**config.mk**
```make
export PLATFORM = sky130hd
export DESIGN_NAME = masked_byte_pattern_scanner_core
export DESIGN_NICKNAME = d
export VERILOG_FILES = /design/src/hw/rtl/mbps_pkg.sv /design/src/hw/rtl/masked_byte_pattern_scanner_core.sv /design/src/hw/rtl/mbps_cfg_regs.sv /design/src/hw/rtl/mbps_window.sv /design/src/hw/rtl/mbps_match.sv
export SDC_FILE = /design/constraint.sdc
export NUM_CORES = 1
export LEC_CHECK = 0
export BUFFER_PORTS_ARGS = -buffer_cell sky130_fd_sc_hd__buf_2
export CELL_PAD_IN_SITES_DETAIL_PLACEMENT = 0
export CELL_PAD_IN_SITES_GLOBAL_PLACEMENT = 1
export CORE_MARGIN = 8
export CORE_UTILIZATION = 38
export CTS_BUF_LIST = sky130_fd_sc_hd__clkbuf_16
export CTS_CLUSTER_SIZE = 24
export DETAILED_ROUTE_END_ITERATION = 8
export PLACE_DENSITY = 0.74
export SLEW_MARGIN = 20
export SYNTH_ARGS = -nofsm -noshare
export SYNTH_HDL_FRONTEND = slang
export SYNTH_HIERARCHICAL = 1
export SYNTH_SLANG_ARGS = --single-unit
```
**constraint.sdc**
```tcl
create_clock -name clk_i -period 16.15 [get_ports clk_i]
set_clock_uncertainty 0.05 [all_clocks]
set_input_delay 0.8075 -clock clk_i [delete_from_list [all_inputs] [get_ports clk_i]]
set_output_delay 0.8075 -clock clk_i [all_outputs]
set_load 0.1 [all_outputs]
```
**src/hw/rtl/mbps_pkg.sv**
```systemverilog
// Shared types and constants for the masked byte pattern scanner.
// No dependencies; every RTL file of the scanner imports this package.
package mbps_pkg;

  localparam int unsigned DATA_W     = 8;
  localparam int unsigned ADDR_W     = 48;
  localparam int unsigned PAT_BYTES  = 16;
  localparam int unsigned CFG_IDX_W  = 2;
  localparam int unsigned CFG_DATA_W = 64;
  localparam int unsigned LEN_W      = 5;
  localparam int unsigned IN_TDATA_W  = 56;
  localparam int unsigned OUT_TDATA_W = 48;

  // Configuration register indexes.
  typedef enum logic [CFG_IDX_W-1:0] {
    REG_PAT_LO = 2'd0,
    REG_PAT_HI = 2'd1,
    REG_CARE   = 2'd2,
    REG_LEN    = 2'd3
  } cfg_reg_e;

  // Current configuration as seen by the compare logic.
  typedef struct packed {
    logic [CFG_DATA_W-1:0] pat_lo;
    logic [CFG_DATA_W-1:0] pat_hi;
    logic [PAT_BYTES-1:0]  care;
    logic [LEN_W-1:0]      len;
  } cfg_t;

  localparam logic [LEN_W-1:0] LEN_RESET = 5'd1;

endpackage

```
**src/hw/rtl/masked_byte_pattern_scanner_core.sv**
```systemverilog
// Masked byte pattern scanner: one result per byte. Throughput is one byte per cycle while
// results are taken without stalls; the input register and the result register each
// hold one item, and the result register frees up in the cycle its request is taken.
// Reset (rst_ni, asynchronous, active low) empties both stages and the window, and sets
// the pattern registers and care mask to zero and the pattern length to one.
module masked_byte_pattern_scanner_core import mbps_pkg::*; #(
  parameter int unsigned MAX_PATTERN_BYTES = 16
) (
  input  logic                   clk_i,
  input  logic                   rst_ni,
  // Input stream.
  input  logic                   s_axis_tvalid,
  output logic                   s_axis_tready,
  input  logic [IN_TDATA_W-1:0]  s_axis_tdata,  // [7:0] data_byte, [55:8] byte_address
  input  logic                   s_axis_tuser,  // [0] region_start
  // Result stream.
  output logic                   m_axis_tvalid,
  input  logic                   m_axis_tready,
  output logic [OUT_TDATA_W-1:0] m_axis_tdata,  // [47:0] match_address
  output logic                   m_axis_tuser,  // [0] match_found
  // Configuration writes.
  input  logic                   cfg_valid_i,
  output logic                   cfg_ready_o,
  input  logic [CFG_IDX_W-1:0]   cfg_index_i,
  input  logic [CFG_DATA_W-1:0]  cfg_data_i
);

  localparam int unsigned LenW = $clog2(MAX_PATTERN_BYTES + 1);

  cfg_t                                     cfg;
  logic                                     adv;
  logic                                     stage_valid;
  logic [MAX_PATTERN_BYTES-1:0][DATA_W-1:0] window;
  logic [LenW-1:0]                          fill;
  logic [ADDR_W-1:0]                        stage_addr;

  mbps_cfg_regs u_cfg (
    .clk_i       (clk_i),
    .rst_ni      (rst_ni),
    .cfg_valid_i (cfg_valid_i),
    .cfg_ready_o (cfg_ready_o),
    .cfg_index_i (cfg_index_i),
    .cfg_data_i  (cfg_data_i),
    .cfg_o       (cfg)
  );

  mbps_window #(
    .MaxBytes (MAX_PATTERN_BYTES),
    .LenW     (LenW)
  ) u_window (
    .clk_i         (clk_i),
    .rst_ni        (rst_ni),
    .in_valid_i    (s_axis_tvalid),
    .in_ready_o    (s_axis_tready),
    .data_i        (s_axis_tdata[DATA_W-1:0]),
    .addr_i        (s_axis_tdata[DATA_W+ADDR_W-1:DATA_W]),
    .start_i       (s_axis_tuser),
    .adv_i         (adv),
    .stage_valid_o (stage_valid),
    .window_o      (window),
    .fill_o        (fill),
    .addr_o        (stage_addr)
  );

  mbps_match #(
    .MaxBytes (MAX_PATTERN_BYTES),
    .LenW     (LenW)
  ) u_match (
    .clk_i         (clk_i),
    .rst_ni        (rst_ni),
    .cfg_i         (cfg),
    .stage_valid_i (stage_valid),
    .window_i      (window),
    .fill_i        (fill),
    .addr_i        (stage_addr),
    .adv_o         (adv),
    .out_valid_o   (m_axis_tvalid),
    .out_ready_i   (m_axis_tready),
    .found_o       (m_axis_tuser),
    .match_addr_o  (m_axis_tdata)
  );

  // A result without a match carries a zero address.
  assert property (@(posedge clk_i) disable iff (!rst_ni)
    m_axis_tvalid && !m_axis_tuser |-> m_axis_tdata == '0)
    else $error("non-match result with nonzero address");

  // The input stage is never overwritten while its item cannot move on.
  assert property (@(posedge clk_i) disable iff (!rst_ni)
    s_axis_tready && stage_valid |-> adv)
    else $error("input stage accepted while occupied");

  // A request that opens a region restarts the fill count at one.
  assert property (@(posedge clk_i) disable iff (!rst_ni)
    s_axis_tvalid && s_axis_tready && s_axis_tuser |=> fill == LenW'(1))
    else $error("fill count not restarted on region start");

  // The fill count never passes the window depth.
  assert property (@(posedge clk_i) disable iff (!rst_ni)
    int'(fill) <= MAX_PATTERN_BYTES)
    else $error("fill count beyond window depth");

endmodule

```
**src/hw/rtl/mbps_cfg_regs.sv**
```systemverilog
// Configuration register file of the pattern scanner.
// Depends on mbps_pkg for the register indexes and the cfg_t struct.
module mbps_cfg_regs import mbps_pkg::*; (
  input  logic                  clk_i,
  input  logic                  rst_ni,
  input  logic                  cfg_valid_i,
  output logic                  cfg_ready_o,
  input  logic [CFG_IDX_W-1:0]  cfg_index_i,
  input  logic [CFG_DATA_W-1:0] cfg_data_i,
  output cfg_t                  cfg_o
);

  cfg_t cfg_q, cfg_d;

  // Writes are always taken.
  assign cfg_ready_o = 1'b1;

  // Decode the register index of a write request.
  always_comb begin
    cfg_d = cfg_q;
    if (cfg_valid_i) begin
      unique case (cfg_reg_e'(cfg_index_i))
        REG_PAT_LO: cfg_d.pat_lo = cfg_data_i;
        REG_PAT_HI: cfg_d.pat_hi = cfg_data_i;
        REG_CARE:   cfg_d.care   = cfg_data_i[PAT_BYTES-1:0];
        REG_LEN:    cfg_d.len    = cfg_data_i[LEN_W-1:0];
      endcase
    end
  end

  always_ff @(posedge clk_i or negedge rst_ni) begin
    if (!rst_ni) begin
      cfg_q.pat_lo <= '0;
      cfg_q.pat_hi <= '0;
      cfg_q.care   <= '0;
      cfg_q.len    <= LEN_RESET;
    end else begin
      cfg_q <= cfg_d;
    end
  end

  assign cfg_o = cfg_q;

endmodule

```
**src/hw/rtl/mbps_window.sv**
```systemverilog
// Input stage of the pattern scanner: byte window, fill count and address register.
// Depends on mbps_pkg for the field widths.
module mbps_window import mbps_pkg::*; #(
  parameter int unsigned MaxBytes = 16,
  parameter int unsigned LenW     = $clog2(MaxBytes + 1)
) (
  input  logic                           clk_i,
  input  logic                           rst_ni,
  input  logic                           in_valid_i,
  output logic                           in_ready_o,
  input  logic [DATA_W-1:0]              data_i,
  input  logic [ADDR_W-1:0]              addr_i,
  input  logic                           start_i,
  input  logic                           adv_i,
  output logic                           stage_valid_o,
  output logic [MaxBytes-1:0][DATA_W-1:0] window_o,
  output logic [LenW-1:0]                fill_o,
  output logic [ADDR_W-1:0]              addr_o
);

  localparam logic [LenW-1:0] FillMax = LenW'(MaxBytes);
  localparam logic [LenW-1:0] FillOne = LenW'(1);

  logic [MaxBytes-1:0][DATA_W-1:0] win_q, win_d;
  logic [LenW-1:0]                 fill_q, fill_d;
  logic [ADDR_W-1:0]               addr_q;
  logic                            valid_q, valid_d;
  logic                            accept;

  // The stage takes a new request when empty or when its content moves on.
  assign in_ready_o = !valid_q || adv_i;
  assign accept     = in_valid_i && in_ready_o;

  // Shift the new byte into the window; entry 0 is the newest byte.
  always_comb begin
    win_d = win_q;
    if (accept) begin
      for (int k = MaxBytes - 1; k > 0; k--) begin
        win_d[k] = win_q[k-1];
      end
      win_d[0] = data_i;
    end
  end

  // Fill count restarts on a new region and saturates at the window depth.
  always_comb begin
    fill_d = fill_q;
    if (accept) begin
      if (start_i) begin
        fill_d = FillOne;
      end else if (fill_q != FillMax) begin
        fill_d = fill_q + FillOne;
      end
    end
  end

  // Stage occupancy.
  always_comb begin
    valid_d = valid_q;
    if (accept) begin
      valid_d = 1'b1;
    end else if (adv_i) begin
      valid_d = 1'b0;
    end
  end

  always_ff @(posedge clk_i or negedge rst_ni) begin
    if (!rst_ni) begin
      win_q   <= '0;
      fill_q  <= '0;
      valid_q <= 1'b0;
    end else begin
      win_q   <= win_d;
      fill_q  <= fill_d;
      valid_q <= valid_d;
    end
  end

  // The address is payload only.
  always_ff @(posedge clk_i) begin
    if (accept) begin
      addr_q <= addr_i;
    end
  end

  assign stage_valid_o = valid_q;
  assign window_o      = win_q;
  assign fill_o        = fill_q;
  assign addr_o        = addr_q;

endmodule

```
**src/hw/rtl/mbps_match.sv**
```systemverilog
// Masked compare of the byte window against the pattern, with the result register.
// Depends on mbps_pkg for the field widths and the cfg_t struct.
module mbps_match import mbps_pkg::*; #(
  parameter int unsigned MaxBytes = 16,
  parameter int unsigned LenW     = $clog2(MaxBytes + 1)
) (
  input  logic                            clk_i,
  input  logic                            rst_ni,
  input  cfg_t                            cfg_i,
  input  logic                            stage_valid_i,
  input  logic [MaxBytes-1:0][DATA_W-1:0] window_i,
  input  logic [LenW-1:0]                 fill_i,
  input  logic [ADDR_W-1:0]               addr_i,
  output logic                            adv_o,
  output logic                            out_valid_o,
  input  logic                            out_ready_i,
  output logic                            found_o,
  output logic [ADDR_W-1:0]               match_addr_o
);

  logic [PAT_BYTES-1:0][DATA_W-1:0] pat_arr;
  logic [LenW-1:0]                  eff_len;
  logic [MaxBytes-1:0]              mismatch;
  logic                             hit;
  logic [ADDR_W-1:0]                start_addr;
  logic                             valid_q, valid_d;
  logic                             found_q;
  logic [ADDR_W-1:0]                addr_q;

  assign pat_arr = {cfg_i.pat_hi, cfg_i.pat_lo};

  // Length in use: zero acts as one, anything beyond the window acts as full depth.
  always_comb begin
    if (cfg_i.len == '0) begin
      eff_len = LenW'(1);
    end else if (int'(cfg_i.len) > MaxBytes) begin
      eff_len = LenW'(MaxBytes);
    end else begin
      eff_len = LenW'(cfg_i.len);
    end
  end

  // Window entry j lines up with pattern byte len-1-j; bytes past sixteen are wildcards.
  always_comb begin
    int k;
    for (int j = 0; j < MaxBytes; j++) begin
      k = int'(eff_len) - 1 - j;
      mismatch[j] = 1'b0;
      if (k >= 0 && k < PAT_BYTES) begin
        mismatch[j] = cfg_i.care[k[3:0]] && (window_i[j] != pat_arr[k[3:0]]);
      end
    end
  end

  assign hit        = (fill_i >= eff_len) && (mismatch == '0);
  assign start_addr = addr_i - ADDR_W'(eff_len - LenW'(1));

  // Result register: loads when empty or when its content is taken.
  assign adv_o = stage_valid_i && (!valid_q || out_ready_i);

  always_comb begin
    valid_d = valid_q;
    if (adv_o) begin
      valid_d = 1'b1;
    end else if (out_ready_i) begin
      valid_d = 1'b0;
    end
  end

  always_ff @(posedge clk_i or negedge rst_ni) begin
    if (!rst_ni) begin
      valid_q <= 1'b0;
    end else begin
      valid_q <= valid_d;
    end
  end

  always_ff @(posedge clk_i) begin
    if (adv_o) begin
      found_q <= hit;
      addr_q  <= hit ? start_addr : '0;
    end
  end

  assign out_valid_o  = valid_q;
  assign found_o      = found_q;
  assign match_addr_o = addr_q;

endmodule

```
==> summary.md <==
| Metric | Value |
|---|---|
| Critical path launch point type | `flip-flop` |
| Die Ht | `284.6 um` |
| Synth area leader | `dfrtp_1` |
| Worst setup path category | `flip-flop to flip-flop` |
| Detail Route Antenna Nets | `0` |
| Vias in the first global route | `21271` |
| CP max FO | `72` |
| 1st-pass router iterations | `5` |
| Share of cells above drive strength 1 | `26.30%` |
| CP dominant cell by count | `buf_4` |
| # IOs | `180` |
| RSZ-0062 raised after global routing | `no` |
| Top-area cell type share of the netlist area | `25.82%` |
| Pwr Total | `0.006080 W` |
| Period utilization | `48.02%` |
| Setup Buffers After CTS | `0` |
| Clk_lat worst skew | `0.61 ns` |
| Hpwl dp | `67620 um` |
| Ys Warns | `6` |
| Highest-count cells in the layout ignoring fill and taps | `nand2_1, dfrtp_1, mux4_2, buf_2, mux2_2` |
| Maximum number of buffers from clock root to sink | `3` |
| H-tree Lvls | `2` |
| Syn_area_per_cell | `10.78 um^2` |
| Distinct cell type count after synthesis | `90` |
| Slew @ Worst Pin | `1.048 ns` |
| Routed len/inst | `25.34 um` |
| Routability-driven placement congestion ratio | `0.9602` |
| Clk root buf | `clkbuf_16` |
| Largest net degree at the start of global routing | `105` |
| Syn Inst Count | `2545` |
| Critical path data required time | `16.53 ns` |
| Clock-pin slew on the worst setup and hold paths | `0.06 ns` |
| Most common cell after layout, fill and taps aside | `nand2_1` |
| CTS Hold Buffers Added | `0` |
| Sink Count | `381` |
| Crit path time final | `7.755 ns` |
| CP max stage delay | `0.67 ns` |
| First-pass GRT wire length | `138900 um` |
| Final setup violation count | `0` |
| Mean number of vias per cell | `6.032` |
| Synth Flop Type | `dfrtp_1` |
| TritonCTS clock tree | `built` |
| Hold_ws | `0.1899 ns` |
| Rows | `98` |
| Worst hold path class | `input port to asynchronous set/reset pin` |
| PD cells | `199.8 nW/um^2` |
| Final WL | `91620 um` |
| Arr. time, crit path | `8.13 ns` |
| Post-layout util | `42.58%` |
| LEAKAGE | `12.90 nW` |
| Async SR Flop Fraction | `74.54%` |
| Slew Viols, Final | `0` |
| Syn nets | `2718` |
| Critical path, cell by cell | `or4_4, nand2_8, inv_6, ha_1, xnor2_2, clkinv_1, buf_4, ha_1, xnor2_2, buf_4, mux4_2, xor2_1, nor4_1, a21oi_1, nor4_2, a21oi_4, buf_4, nor4b_2` |
| CP delay by family, top | `simple AND/OR/NAND/NOR gates` |
| Total grt overflow | `0` |
| Max Freq | `129.0 MHz` |
| Endpoint class of the critical path | `flip-flop` |
| Worst vdd ir | `0.1732 mV` |
| Synth top area cells | `dfrtp_1, mux4_2, edfxtp_1, nand2_1, mux2_2` |
| Flops & latches, synth | `381` |
| Slew headroom | `29.80%` |
| Synth-to-Final Area Change | `10.98%` |
| Min setup slack post-route | `8.395 ns` |
| Die width | `284.6 um` |
| Routed via count | `21811` |
| Worst slack, placed | `8.370 ns` |
| Remaining DRCs | `0` |
| GRT Util Overall | `21.92%` |
| Final Hold Fails | `0` |
| Number of antenna violations at the first check in global routing | `2` |
| Total Die Area | `81020 um^2` |
| DRT iter0 DRCs | `2673` |
| Nets | `2801` |
| IO Port Bufs | `178` |
| Register area share after synthesis | `36.54%` |
| Core Area | `71490 um^2` |
| CTS Buf Count | `47` |
| Number of max-cap violations | `0` |
| Status | `finished clean` |
| Post-synth EDFFs | `97` |
| Cts repair resizes | `0` |
| Slowest CP cell | `xnor2_2` |
| Final TNS setup | `0 ns` |
| Synth Cell Area | `27430 um^2` |
| CP Buf/Inv Count | `5` |
| Starting Density | `38.36%` |
==> per-layer routing <==
layer | GRT usage (%) | wire length [um]
met3 | 4.317 | 7938
met4 | 6.365 | 2853
met5 | 0 | 34
met1 | 31.08 | 39270
met2 | 33.79 | 41530
==> report_power, final <==
part | internal (W) | switching [W]
Sequential | 0.00122 | 0.000307
Clock | 0.000637 | 0.000460
Combinational | 0.00141 | 0.00204
==> logic make-up (layout without fill, tap and decap cells) <==
kind of cell / count (synthesis) / after routing / share of synthesized area, %
and+or+nand+nor: 917 / 917 / 15.23
muxes: 510 / 510 / 28.94
DFF: 381 / 381 / 36.54
AOI/OAI and AO/OA: 288 / 288 / 6.866
buffers and inverters: 209 / 329 / 4.101
xor gates and xnor gates: 193 / 193 / 6.191
adders and majority gates: 46 / 46 / 2.117
other: 1 / 2 / 0.01367
==> path summary, 6_finish.rpt <==
check / start / to / slack (ns) / depth (start not counted)
setup / recovery: u_cfg/cfg_o[4] / u_match/match_addr_o[22] / 8.40 / 18
hold / removal: rst_ni / u_window/window_o[67] / 0.19 / 1
setup reg to reg: u_cfg/cfg_o[4] / u_match/match_addr_o[22] / 8.40 / 18
hold reg to reg: u_window/window_o[124] / u_window/window_o[124] / 0.45 / 2
max in group asynchronous: rst_ni / u_window/window_o[50] / 14.44 / 2
min in group clk_i: s_axis_tdata[44] / u_window/addr_o[36] / 0.32 / 1
==> flip-flops by register name (all words and copies together) (netlist names) <==
name                    cells
u_cfg/cfg_o               149
u_window/window_o         128
u_match/match_addr_o       48
u_window/addr_o            48
u_window/fill_o             5
u_match/found_o             1
u_match/out_valid_o         1
u_window/stage_valid_o      1
==> cell usage after synthesis (8+ instances only) <==
cell type,n
nand2_1,598
dfrtp_1,283
mux4_2,207
mux2_2,149
mux2i_1,146
xnor2_1,103
edfxtp_1,97
xor2_1,89
a21oi_1,73
clkbuf_1,70
nor3_1,59
a31oi_1,57
o21ai_0,48
and3_1,47
nor2_1,47
ha_1,44
nor4_1,32
buf_4,27
inv_1,27
buf_2,26
buf_1,25
buf_6,25
nand3_1,24
nand4_1,20
a21o_1,17
nand2b_1,15
and2_1,11
or3_1,10
nor3_2,9
o31ai_1,9
a22o_1,8
o22ai_1,8
==> metrics by stage <==
| stage | std cells | area, um^2 |
|---|---|---|
| after floorplan | 2545 | 27430 |
| after global placement | 3529 | 28840 |
| final | 3616 | 30440 |
| after detailed placement | 3529 | 28840 |
| after CTS | 3615 | 30430 |
| after global routing | 3615 | 30430 |
==> cell type report <==
class	count	area, um^2
Sequential cell	381	10020
Fill cell	6699	41050
Clock buffer	49	1226
Clock inverter	37	370.4
Multi-Input combinational cell	1955	16350
Inverter	34	145.1
Timing Repair Buffer	209	1134
Antenna cell	1	2.502
Tap cell	950	1189
(Power assumes the default switching activity.)
